## config.mk

```make
export PLATFORM = sky130hd
export DESIGN_NAME = palette_color_cycler_top
export DESIGN_NICKNAME = d
export VERILOG_FILES = /design/src/rtl/core/pcc_pkg.sv /design/src/rtl/core/pcc_entry_mem.sv /design/src/rtl/core/pcc_map_mem.sv /design/src/rtl/core/pcc_seq.sv /design/src/rtl/core/palette_color_cycler_top.sv
export SDC_FILE = /design/constraint.sdc
export NUM_CORES = 2
export LEC_CHECK = 0
export BUFFER_PORTS_ARGS = -buffer_cell sky130_fd_sc_hd__buf_2
export CORE_ASPECT_RATIO = 1.2
export CORE_UTILIZATION = 30
export CTS_CLUSTER_SIZE = 20
export DETAILED_ROUTE_END_ITERATION = 16
export SETUP_SLACK_MARGIN = 0.1
export SYNTH_ARGS = -nofsm -noshare
export SYNTH_HDL_FRONTEND = slang
export SYNTH_SLANG_ARGS = --single-unit
```

## constraint.sdc

```tcl
create_clock -name clock -period 42.3 [get_ports clock]
set_clock_uncertainty 0.2 [all_clocks]
set_input_delay 4.23 -clock clock [delete_from_list [all_inputs] [get_ports clock]]
set_output_delay 4.23 -clock clock [all_outputs]
set_load 0.05 [all_outputs]
```

## src/rtl/core/pcc_pkg.sv

```systemverilog
`default_nettype none

package pcc_pkg;

   localparam logic [1:0] OP_LOAD = 2'd0;
   localparam logic [1:0] OP_TICK = 2'd1;
   localparam logic [1:0] OP_READ = 2'd2;

   localparam logic [15:0] DELAY_INACTIVE = 16'h0AAA;

   typedef struct packed {
      logic [7:0] first;
      logic [7:0] last;
      logic [8:0] pos;
   } entry_rec_type;

   typedef enum logic [6:0] {
      ST_INIT   = 7'b0000001,
      ST_IDLE   = 7'b0000010,
      ST_FETCH  = 7'b0000100,
      ST_UPDATE = 7'b0001000,
      ST_ROTATE = 7'b0010000,
      ST_READ   = 7'b0100000,
      ST_DONE   = 7'b1000000
   } seq_state_type;

endpackage

`default_nettype wire

```

## src/rtl/core/pcc_entry_mem.sv

```systemverilog
`default_nettype none

module pcc_entry_mem #(
   parameter int DEPTH = 16,
   parameter int AW    = 4
) (
   input  wire logic                  clock,
   input  wire logic                  wr_en,
   input  wire logic [AW-1:0]         wr_addr,
   input  wire pcc_pkg::entry_rec_type wr_data,
   input  wire logic                  rd_en,
   input  wire logic [AW-1:0]         rd_addr,
   output pcc_pkg::entry_rec_type     rd_data
);

   pcc_pkg::entry_rec_type mem_ff [DEPTH];
   pcc_pkg::entry_rec_type rd_data_ff;

   always_ff @(posedge clock) begin
      if (wr_en) begin
         mem_ff[wr_addr] <= wr_data;
      end
   end

   always_ff @(posedge clock) begin
      if (rd_en) begin
         rd_data_ff <= mem_ff[rd_addr];
      end
   end

   assign rd_data = rd_data_ff;

endmodule

`default_nettype wire

```

## src/rtl/core/pcc_map_mem.sv

```systemverilog
`default_nettype none

module pcc_map_mem #(
   parameter int DEPTH = 256,
   parameter int AW    = 8
) (
   input  wire logic          clock,
   input  wire logic          wr_en,
   input  wire logic [AW-1:0] wr_addr,
   input  wire logic [7:0]    wr_data,
   input  wire logic          rd_en,
   input  wire logic [AW-1:0] rd_addr,
   output logic [7:0]         rd_data
);

   logic [7:0] mem_ff [DEPTH];
   logic [7:0] rd_data_ff;

   always_ff @(posedge clock) begin
      if (wr_en) begin
         mem_ff[wr_addr] <= wr_data;
      end
   end

   always_ff @(posedge clock) begin
      if (rd_en) begin
         rd_data_ff <= mem_ff[rd_addr];
      end
   end

   assign rd_data = rd_data_ff;

endmodule

`default_nettype wire

```

## src/rtl/core/pcc_seq.sv

```systemverilog
`default_nettype none

module pcc_seq #(
   parameter int NUM_ENTRIES = 16,
   parameter int MAP_SIZE    = 256,
   parameter int EW          = 4,
   parameter int MW          = 8
) (
   input  wire logic                  clock,
   input  wire logic                  reset,
   input  wire logic                  req_valid,
   output logic                       req_stall,
   input  wire logic [1:0]            req_operation,
   input  wire logic [3:0]            req_entry_index,
   input  wire logic [15:0]           req_cycle_delay,
   input  wire logic [7:0]            req_range_first,
   input  wire logic [7:0]            req_range_last,
   input  wire logic [7:0]            req_read_index,
   output logic                       rsp_valid,
   input  wire logic                  rsp_stall,
   output logic [7:0]                 rsp_map_value,
   output logic                       ent_wr_en,
   output logic [EW-1:0]              ent_wr_addr,
   output pcc_pkg::entry_rec_type     ent_wr_data,
   output logic                       ent_rd_en,
   output logic [EW-1:0]              ent_rd_addr,
   input  wire pcc_pkg::entry_rec_type ent_rd_data,
   output logic                       map_wr_en,
   output logic [MW-1:0]              map_wr_addr,
   output logic [7:0]                 map_wr_data,
   output logic                       map_rd_en,
   output logic [MW-1:0]              map_rd_addr,
   input  wire logic [7:0]            map_rd_data
);

   localparam int INIT_COUNT = (NUM_ENTRIES > MAP_SIZE) ? NUM_ENTRIES : MAP_SIZE;
   localparam int CW         = $clog2(INIT_COUNT);

   pcc_pkg::seq_state_type state_ff, state_in;
   logic [CW-1:0] init_cnt_ff, init_cnt_in;
   logic [EW-1:0] ent_idx_ff, ent_idx_in;
   logic [7:0]    j_ff, j_in;
   logic [7:0]    v_ff, v_in;
   logic [7:0]    first_ff, first_in;
   logic [7:0]    last_ff, last_in;
   logic          in_range_ff, in_range_in;
   logic [7:0]    result_ff, result_in;
   logic          rsp_valid_ff, rsp_valid_in;
   logic [7:0]    rsp_value_ff, rsp_value_in;

   logic          req_xfer;
   logic          ent_is_last;
   logic [8:0]    pos_inc;
   logic [8:0]    pos_new;
   logic [7:0]    v_dec;
   logic          out_free;

   assign req_stall   = (state_ff != pcc_pkg::ST_IDLE);
   assign req_xfer    = req_valid && !req_stall;
   assign ent_is_last = (ent_idx_ff == EW'(NUM_ENTRIES - 1));
   assign pos_inc     = ent_rd_data.pos + 9'd1;
   assign pos_new     = (pos_inc > {1'b0, ent_rd_data.last}) ? {1'b0, ent_rd_data.first}
                                                             : pos_inc;
   assign v_dec       = v_ff - 8'd1;
   assign out_free    = !rsp_valid_ff || !rsp_stall;

   always_comb begin
      state_in     = state_ff;
      init_cnt_in  = init_cnt_ff;
      ent_idx_in   = ent_idx_ff;
      j_in         = j_ff;
      v_in         = v_ff;
      first_in     = first_ff;
      last_in      = last_ff;
      in_range_in  = in_range_ff;
      result_in    = result_ff;
      rsp_valid_in = rsp_valid_ff && rsp_stall;
      rsp_value_in = rsp_value_ff;

      ent_wr_en    = 1'b0;
      ent_wr_addr  = ent_idx_ff;
      ent_wr_data  = '0;
      ent_rd_en    = 1'b0;
      ent_rd_addr  = ent_idx_ff;
      map_wr_en    = 1'b0;
      map_wr_addr  = MW'(j_ff);
      map_wr_data  = v_ff;
      map_rd_en    = 1'b0;
      map_rd_addr  = MW'(req_read_index);

      case (state_ff)
         pcc_pkg::ST_INIT: begin
            ent_wr_en   = (32'(init_cnt_ff) < NUM_ENTRIES);
            ent_wr_addr = EW'(init_cnt_ff);
            map_wr_en   = (32'(init_cnt_ff) < MAP_SIZE);
            map_wr_addr = MW'(init_cnt_ff);
            map_wr_data = 8'(init_cnt_ff);
            init_cnt_in = init_cnt_ff + 1'b1;
            if (init_cnt_ff == CW'(INIT_COUNT - 1)) begin
               state_in = pcc_pkg::ST_IDLE;
            end
         end
         pcc_pkg::ST_IDLE: begin
            map_rd_en = req_xfer && (req_operation == pcc_pkg::OP_READ);
            if (req_xfer) begin
               result_in = 8'd0;
               case (req_operation)
                  pcc_pkg::OP_LOAD: begin
                     ent_wr_en         = (7'(req_entry_index) < 7'(NUM_ENTRIES));
                     ent_wr_addr       = EW'(req_entry_index);
                     ent_wr_data.first = req_range_first;
                     ent_wr_data.last  = req_range_last;
                     ent_wr_data.pos   = (req_cycle_delay != 16'd0 &&
                                          req_cycle_delay != pcc_pkg::DELAY_INACTIVE)
                                         ? {1'b0, req_range_first} : 9'd0;
                     state_in          = pcc_pkg::ST_DONE;
                  end
                  pcc_pkg::OP_TICK: begin
                     ent_idx_in = '0;
                     state_in   = pcc_pkg::ST_FETCH;
                  end
                  pcc_pkg::OP_READ: begin
                     in_range_in = (32'(req_read_index) < MAP_SIZE);
                     state_in    = pcc_pkg::ST_READ;
                  end
                  default: begin
                     state_in = pcc_pkg::ST_DONE;
                  end
               endcase
            end
         end
         pcc_pkg::ST_FETCH: begin
            ent_rd_en = 1'b1;
            state_in  = pcc_pkg::ST_UPDATE;
         end
         pcc_pkg::ST_UPDATE: begin
            if (ent_rd_data.pos != 9'd0) begin
               ent_wr_en       = 1'b1;
               ent_wr_data     = ent_rd_data;
               ent_wr_data.pos = pos_new;
            end
            if (ent_rd_data.pos != 9'd0 && ent_rd_data.first <= ent_rd_data.last) begin
               j_in     = ent_rd_data.first;
               v_in     = pos_new[7:0];
               first_in = ent_rd_data.first;
               last_in  = ent_rd_data.last;
               state_in = pcc_pkg::ST_ROTATE;
            end else if (ent_is_last) begin
               state_in = pcc_pkg::ST_DONE;
            end else begin
               ent_idx_in = ent_idx_ff + 1'b1;
               state_in   = pcc_pkg::ST_FETCH;
            end
         end
         pcc_pkg::ST_ROTATE: begin
            map_wr_en = (32'(j_ff) < MAP_SIZE);
            v_in      = (v_dec < first_ff) ? last_ff : v_dec;
            j_in      = j_ff + 8'd1;
            if (j_ff == last_ff) begin
               if (ent_is_last) begin
                  state_in = pcc_pkg::ST_DONE;
               end else begin
                  ent_idx_in = ent_idx_ff + 1'b1;
                  state_in   = pcc_pkg::ST_FETCH;
               end
            end
         end
         pcc_pkg::ST_READ: begin
            result_in = in_range_ff ? map_rd_data : 8'd0;
            state_in  = pcc_pkg::ST_DONE;
         end
         pcc_pkg::ST_DONE: begin
            if (out_free) begin
               rsp_valid_in = 1'b1;
               rsp_value_in = result_ff;
               state_in     = pcc_pkg::ST_IDLE;
            end
         end
         default: begin
            state_in = pcc_pkg::ST_INIT;
         end
      endcase
   end

   always_ff @(posedge clock) begin
      if (reset) begin
         state_ff     <= pcc_pkg::ST_INIT;
         init_cnt_ff  <= '0;
         rsp_valid_ff <= 1'b0;
      end else begin
         state_ff     <= state_in;
         init_cnt_ff  <= init_cnt_in;
         rsp_valid_ff <= rsp_valid_in;
      end
   end

   always_ff @(posedge clock) begin
      ent_idx_ff   <= ent_idx_in;
      j_ff         <= j_in;
      v_ff         <= v_in;
      first_ff     <= first_in;
      last_ff      <= last_in;
      in_range_ff  <= in_range_in;
      result_ff    <= result_in;
      rsp_value_ff <= rsp_value_in;
   end

   assign rsp_valid     = rsp_valid_ff;
   assign rsp_map_value = rsp_value_ff;

   a_accept_leaves_idle: assert property (@(posedge clock) disable iff (reset)
      req_xfer |=> (state_ff != pcc_pkg::ST_IDLE))
      else $error("accepted transfer did not start work");

   a_rsp_from_done: assert property (@(posedge clock) disable iff (reset)
      $rose(rsp_valid_ff) |-> $past(state_ff == pcc_pkg::ST_DONE))
      else $error("response raised outside completion");

   a_rotate_index: assert property (@(posedge clock) disable iff (reset)
      (state_ff == pcc_pkg::ST_ROTATE) |-> (j_ff >= first_ff && j_ff <= last_ff))
      else $error("rotation index left its range");

   a_rotate_value: assert property (@(posedge clock) disable iff (reset)
      (state_ff == pcc_pkg::ST_ROTATE) |-> (v_ff >= first_ff && v_ff <= last_ff))
      else $error("rotation value left its range");

endmodule

`default_nettype wire

```

## src/rtl/core/palette_color_cycler_top.sv

```systemverilog
// Palette color cycler: a table of 16 entries for color cycling and a shadow color-index map.
// Request channel (req_valid / req_stall) carries one operation per transfer:
//   load sets one cycle entry, tick advances all active entries and rewrites
//   the map over their ranges, read returns one map entry.
// Response channel (rsp_valid / rsp_stall) returns one rsp_map_value per
//   request, zero for load, tick and the unused operation code.
// Work per request: load writes the entry and goes to DONE; read goes through
//   READ to DONE; tick runs FETCH and UPDATE for every entry and ROTATE over
//   each active range, with one map write port taking one map entry per cycle
//   in the rotation sequencer; DONE waits under rsp_stall for the output register.
// One request is in work at a time; req_stall is high until its response is
//   placed in the output register, which holds under rsp_stall while the
//   next request is taken.
// After reset the block sweeps the map to identity and clears the cycle
//   entries with req_stall high.
`default_nettype none

module palette_color_cycler_top #(
   parameter int NUM_ENTRIES = 16,
   parameter int MAP_SIZE    = 256
) (
   input  wire logic       clock,
   input  wire logic       reset,
   input  wire logic       req_valid,
   output logic            req_stall,
   input  wire logic [1:0] req_operation,
   input  wire logic [3:0] req_entry_index,
   input  wire logic [15:0] req_cycle_delay,
   input  wire logic [7:0] req_range_first,
   input  wire logic [7:0] req_range_last,
   input  wire logic [7:0] req_read_index,
   output logic            rsp_valid,
   input  wire logic       rsp_stall,
   output logic [7:0]      rsp_map_value
);

   localparam int EW = (NUM_ENTRIES > 1) ? $clog2(NUM_ENTRIES) : 1;
   localparam int MW = $clog2(MAP_SIZE);

   logic                   ent_wr_en;
   logic [EW-1:0]          ent_wr_addr;
   pcc_pkg::entry_rec_type ent_wr_data;
   logic                   ent_rd_en;
   logic [EW-1:0]          ent_rd_addr;
   pcc_pkg::entry_rec_type ent_rd_data;
   logic                   map_wr_en;
   logic [MW-1:0]          map_wr_addr;
   logic [7:0]             map_wr_data;
   logic                   map_rd_en;
   logic [MW-1:0]          map_rd_addr;
   logic [7:0]             map_rd_data;

   pcc_seq #(
      .NUM_ENTRIES (NUM_ENTRIES),
      .MAP_SIZE    (MAP_SIZE),
      .EW          (EW),
      .MW          (MW)
   ) u_seq (
      .clock           (clock),
      .reset           (reset),
      .req_valid       (req_valid),
      .req_stall       (req_stall),
      .req_operation   (req_operation),
      .req_entry_index (req_entry_index),
      .req_cycle_delay (req_cycle_delay),
      .req_range_first (req_range_first),
      .req_range_last  (req_range_last),
      .req_read_index  (req_read_index),
      .rsp_valid       (rsp_valid),
      .rsp_stall       (rsp_stall),
      .rsp_map_value   (rsp_map_value),
      .ent_wr_en       (ent_wr_en),
      .ent_wr_addr     (ent_wr_addr),
      .ent_wr_data     (ent_wr_data),
      .ent_rd_en       (ent_rd_en),
      .ent_rd_addr     (ent_rd_addr),
      .ent_rd_data     (ent_rd_data),
      .map_wr_en       (map_wr_en),
      .map_wr_addr     (map_wr_addr),
      .map_wr_data     (map_wr_data),
      .map_rd_en       (map_rd_en),
      .map_rd_addr     (map_rd_addr),
      .map_rd_data     (map_rd_data)
   );

   pcc_entry_mem #(
      .DEPTH (NUM_ENTRIES),
      .AW    (EW)
   ) u_entry_mem (
      .clock   (clock),
      .wr_en   (ent_wr_en),
      .wr_addr (ent_wr_addr),
      .wr_data (ent_wr_data),
      .rd_en   (ent_rd_en),
      .rd_addr (ent_rd_addr),
      .rd_data (ent_rd_data)
   );

   pcc_map_mem #(
      .DEPTH (MAP_SIZE),
      .AW    (MW)
   ) u_map_mem (
      .clock   (clock),
      .wr_en   (map_wr_en),
      .wr_addr (map_wr_addr),
      .wr_data (map_wr_data),
      .rd_en   (map_rd_en),
      .rd_addr (map_rd_addr),
      .rd_data (map_rd_data)
   );

endmodule

`default_nettype wire

```

# After elaboration in Yosys (flattened, before gate mapping)
# Memory sizes are Yosys's and may differ from the RTL's. A register that Yosys moved wholly into a read port is not among the register bits.
# Index checks and enable logic that the tools add are counted.
# totals
register_bits,68
mem_bits_rw,2448
in_bits,50
out_inout_bits,10
wordCells,109
n_memories,2
# memory_table
memory,depth,word_bits,read_ports,rd_clocked_by_memory_dff,write_ports,line,rtl
u_map_mem.mem_ff,256,8,1,1,1,pcc_map_mem.sv:16,logic [7:0] mem_ff [DEPTH];
u_entry_mem.mem_ff,16,25,1,1,1,pcc_entry_mem.sv:16,pcc_pkg::entry_rec_type mem_ff [DEPTH];
# classes
add_sub_neg,5
order_cmp,4
eq_ne,21
n_mux,45
n_reduce_logical,22
# op_table
operator,count
$mux W25,3
$mux W8,7
$pmux W25 S2,1
$pmux W7 S7,1
$pmux W8 S2,3
$mux W7,6
$mux W4,7
$add A8 B1 Y8 const B,2
$ne A16 B12 Y1 const B,1
$reduce_bool A16 Y1,1
$pmux W7 S2,1
$mux W1,12
$ne A2 B1 Y1 const B,6
$pmux W4 S3,1
$add A9 B1 Y9 const B,1
$gt A9 B8 Y1,1
$mux W9,1
$reduce_bool A9 Y1,1
$eq A8 B8 Y1,1
$eq A8 B8 Y1 const B,1
$le A8 B8 Y1,1
$lt A8 B5 Y1 const B,1
$lt A8 B8 Y1,1
$pmux W4 S2,1
25 further kinds,35

# Longest topological paths before layout
# logic_depth
word_depth,7
mapped_depth,14
mapped_depth_nobuf,13

# Modules after synthesis
# Synthesis repeated with hierarchy kept, for this count alone.
# unflattened
hier_cells,4875
hier_area_um2,100068.5
# modules_own_cells
module,instances,cells_each,area_each_um2,seq_area_each_um2
pcc_map_mem,1,3733,79636.4,61739.2
pcc_entry_mem,1,660,15801.4,12762.2
pcc_seq,1,482,4630.7,1881.8

# Least setup slack after synthesis
# Ideal clock, no wire load.
# synth_path
path_kind,reg-to-reg
from,reg u_seq.state_ff[2]
to,mem u_map_mem.mem_ff[0][0] (data pin)
setup_time_ps,2189
arrival_time_ps,11066
t_required_ps,39911
setup_slack_ps,28844
path_stages_with_launch,7
path_buffers,3
period_less_slack_ps,13456
cell_sequence,dfxtp_1 > nor3_2 > and4_1 > clkbuf_1 > buf_2 > buf_1 > o21ai_0
# synth_via
elab_chain_len,2
# synth_lines
item,line,rtl
"start, declared",pcc_seq.sv:39,"pcc_pkg::seq_state_type state_ff, state_in;"
"start signal, assigned",pcc_seq.sv:187,state_ff <= pcc_pkg::ST_INIT;
"start signal, assigned",pcc_seq.sv:191,state_ff <= state_in;
$eq A7 B1 Y1,pcc_seq.sv:91,case (state_ff)
$mux W8,pcc_seq.sv:91,
named net map_wr_data[0],palette_color_cycler_top.sv:48,logic [7:0] map_wr_data;
"end, declared",pcc_map_mem.sv:16,
# The timed path passes the listed nets, and every way through them passes these cells.

==> results.toml <==
[synth]
yosysWarningCount = 0
synth_ff_type = "edfxtp_1"
synth_top_family_by_area = "multiplexers"
synth_top_area_frac = 0.759
synth_fa_ha_area_frac = 0.00412
avgSynthCellArea_um2 = 20.9
syn_area_um2 = 100000
synth.distinct_cells = 74
synthMuxAreaShare = 0.155
netlist_instances = 4795
synth_edf_count = 2533
async_reset_ff_frac = 0
yosysSeqAreaShare = 0.762
synth-xor-area-share = 0.00297
yosys.area.top_type = "edfxtp_1"
synth_compound_area_frac = 0.0265
synthTopCellsByArea = "edfxtp_1 76%, mux4_2 13%, mux2i_1 1.6%, nor2_1 1.2%, mux4_1 1.0%"
synthSimpleGateAreaFrac = 0.0318
synth_seq_cells = 2549

[critical_path]
path_cells = "buf_8 > buf_4 > buf_12 > nand2_2 > buf_4 > o221ai_1 > a221oi_1 > o41ai_1 > nor4bb_1"
slowest_stage = "o41ai_1"
cp-end-kind = "flip-flop"
r2r_setup_slack_ps = 37640
cp_common_cell = "buf_4"
reg2reg_depth = 8
worst_ep_required_time_ps = 42810
critPathLaunch = "req_read_index[0]"
crit_path_max_incr_delay_ps = 1110
worst-path-buf-inv = 4
cpLargestDelayFamily = "buffers and inverters"
worstSetupStartpointType = "primary input"
rr_endpoint = "u_map_mem.mem_ff[218][1]"
r2r_start = "u_seq.state_ff[4]"
worstSetupPathType = "in2reg"
crit_path_max_fanout = 100
arrival_ps = 9230

[clock_network]
cts.path.max_buffers = 4
cts_htree_levels = 5
clock_sinks = 2549
numCtsBuffers = 279
cts_hold_buf = 0
cts-resized-gates = 0
clk_latency_ps = 840
cts_setup_buffers = 0
cts-root-buf = "clkbuf_16"
cts_tree = "built"
clk_pin_slew_worst_paths_ps = 60

[sta]
period_minus_slack_ps = 8720
worst_slew_pin_slew_ps = 1240
fin_setup_tns_ps = 0
slew-limit-headroom = 0.171
rsz0062_at_grt = "no"
report.final.slew_viol_count = 0
hold_viol_final = 0
timing.fmax_mhz = 115
fin_crit_sh = 0.206
setup_viol = 0
layout_setup_ws_ps = 33580

[min_path]
min_delay_worst_endpoint = "u_seq.last_ff[7]"
hp-start = "u_entry_mem.rd_data[16]"
min_path_type = "reg2reg"
worstHoldPathCells = 0

[place]
numPortBuffers = 59
dp_hpwl_um = 148000
placed_cell_area_um2 = 106000
place_congestion = 0.801
pre_cts_slack_ps = 32560

[route]
drc = 0
num_vias = 48834
routed_wirelength_um = 251000
dr.pass1.iters = 6
drt_iter0_drc = 5159
via_per_inst = 5.06
wire_per_inst_um = 26.0
ant_nets = 0

[floorplan]
num_rows = 232
die_y_um = 635
core_um2 = 333000
pin_count = 60
dieArea_um2 = 336000
initial_core_util = 0.301
fp.dieW_um = 530

[final_layout]
nFillCells = 30948
design_area_um2 = 115000
final_layout_size_suffix_gt1_frac = 0.231
fin_nets = 5075
final_cell_mix = "2,533 x edfxtp_1, 566 x mux4_2, 309 x nor2_1, 286 x clkbuf_16, 234 x nand2_1"
area_growth_pct = 14.4
final_common_cell = "edfxtp_1"

[global_route]
first_global_vias = 49824
grt_pass1_wl_um = 361000
track_usage = 0.146
grt_max_degree = 206
overflow = 0
antenna_found_initial = 13

[pwr]
power.density_nw_per_um2 = 55.3
leakage_nw = 36.0
ir_worst_vdd_mv = 0.0398

[status]
status = "completed"

[job]
maxCapViolations = 0
power breakdown:
group          total (W)  leakage, nW  internal (W)  switching, W
Sequential       0.00321         23.5       0.00318     0.0000234
Clock            0.00238         4.33       0.00139      0.000988
Combinational   0.000753         8.17      0.000147      0.000606
Total            0.00634         36.0       0.00472       0.00162
registers in the layout, summed over array words and instances (netlist names):
register and cells:
u_seq.rsp_map_value 8, u_seq.init_cnt_ff 8, u_map_mem.mem_ff 2048, u_seq.first_ff 8, u_seq.v_ff 8, u_map_mem.rd_data 8
u_seq.ent_rd_addr 4, u_seq.result_ff 8, u_seq.last_ff 8, u_entry_mem.mem_ff 400, u_seq.j_ff 8, u_seq.state_ff 7
u_seq.rsp_valid 1, u_entry_mem.rd_data 25
routing by layer:
metal,up-vias,track usage,routed length [um]
li1,20341,-,-
met2,1989,0.245,126000
met5,-,0,125
met1,26070,0.190,99600
met4,18,0.0444,7020
met3,416,0.0291,18700
kinds of logic (layout without fill, tap and decap cells):
group	Yosys count	in the layout
xor gates and xnor gates	34	34
AOI/OAI and AO/OA	362	362
other	1	23
DFF	2549	2549
muxes	781	781
adders and majority gates	33	33
buffers and inverters	305	699
and+or+nand+nor	730	730
worst reg2reg max path, stage by stage (launching register included):
cell and delay, ps:
dfxtp_1 340, nor3_2 330, and4_1 230, buf_4 390, nand2_1 170, o21ai_4 80, buf_4 670, buf_4 920
buf_4 950
how the worst max path moves through the flow:
stage                                        end  slack (ps)  cells after the start
after floorplan           u_map_mem.mem_ff[0][0]       28840                      6
after global placement      u_map_mem.rd_data[4]       32340                      9
after detailed placement    u_map_mem.rd_data[0]       32560                      9
after CTS                   u_map_mem.rd_data[0]       33510                      9
after global routing        u_map_mem.rd_data[0]       33310                      9
final                       u_map_mem.rd_data[0]       33580                      9
area by class of cell:
class                           count  area [um^2]  area share
Clock buffer                      339         7360      0.0641
Inverter                           32          120     0.00105
Tap cell                         4446         5560      0.0485
Multi-Input combinational cell   1956        22500       0.196
Timing Repair Buffer              174         1270      0.0111
Sequential cell                  2549        76400       0.666
Antenna cell                        7         17.5    0.000153
Clock inverter                    154         1520      0.0132
stage by stage:
stage           util  total power (W)  hold WS, ps  cells
6_report       0.345          0.00634          320   9657
5_1_grt        0.345          0.00652          316   9651
4_1_cts        0.345          0.00639          308   9650
3_5_place_dp   0.318          0.00402          292   9157
3_3_place_gp   0.318          0.00398          297   9157
2_1_floorplan      -          0.00377          200   4810
cells in the mapped netlist (all sizes together), types with 4 or more instances:
cell     count
nand4       12
nor4bb       6
o31ai       11
buf        162
a31o         4
xor2        16
nand2b      12
dfxtp       16
mux4       606
and4         4
a311oi       7
o221ai      64
mux2i      164
a21o         6
inv         32
or2          6
nor4        13
nand3       30
xnor2       18
o41ai        6
a221oi      39
o21ai       53
nor2       327
and3        10
nand3b       5
and2        13
a22oi       25
a22o        21
nor3        13
a2111oi      9
nand2      242
nor3b        5
o22ai       23
clkbuf     111
ha          33
nor2b       24
o211ai       6
edfxtp    2533
a31oi        7
a211oi      23
a21oi       41
mux2        11
Note: power is estimated with default switching activity, not from simulation.
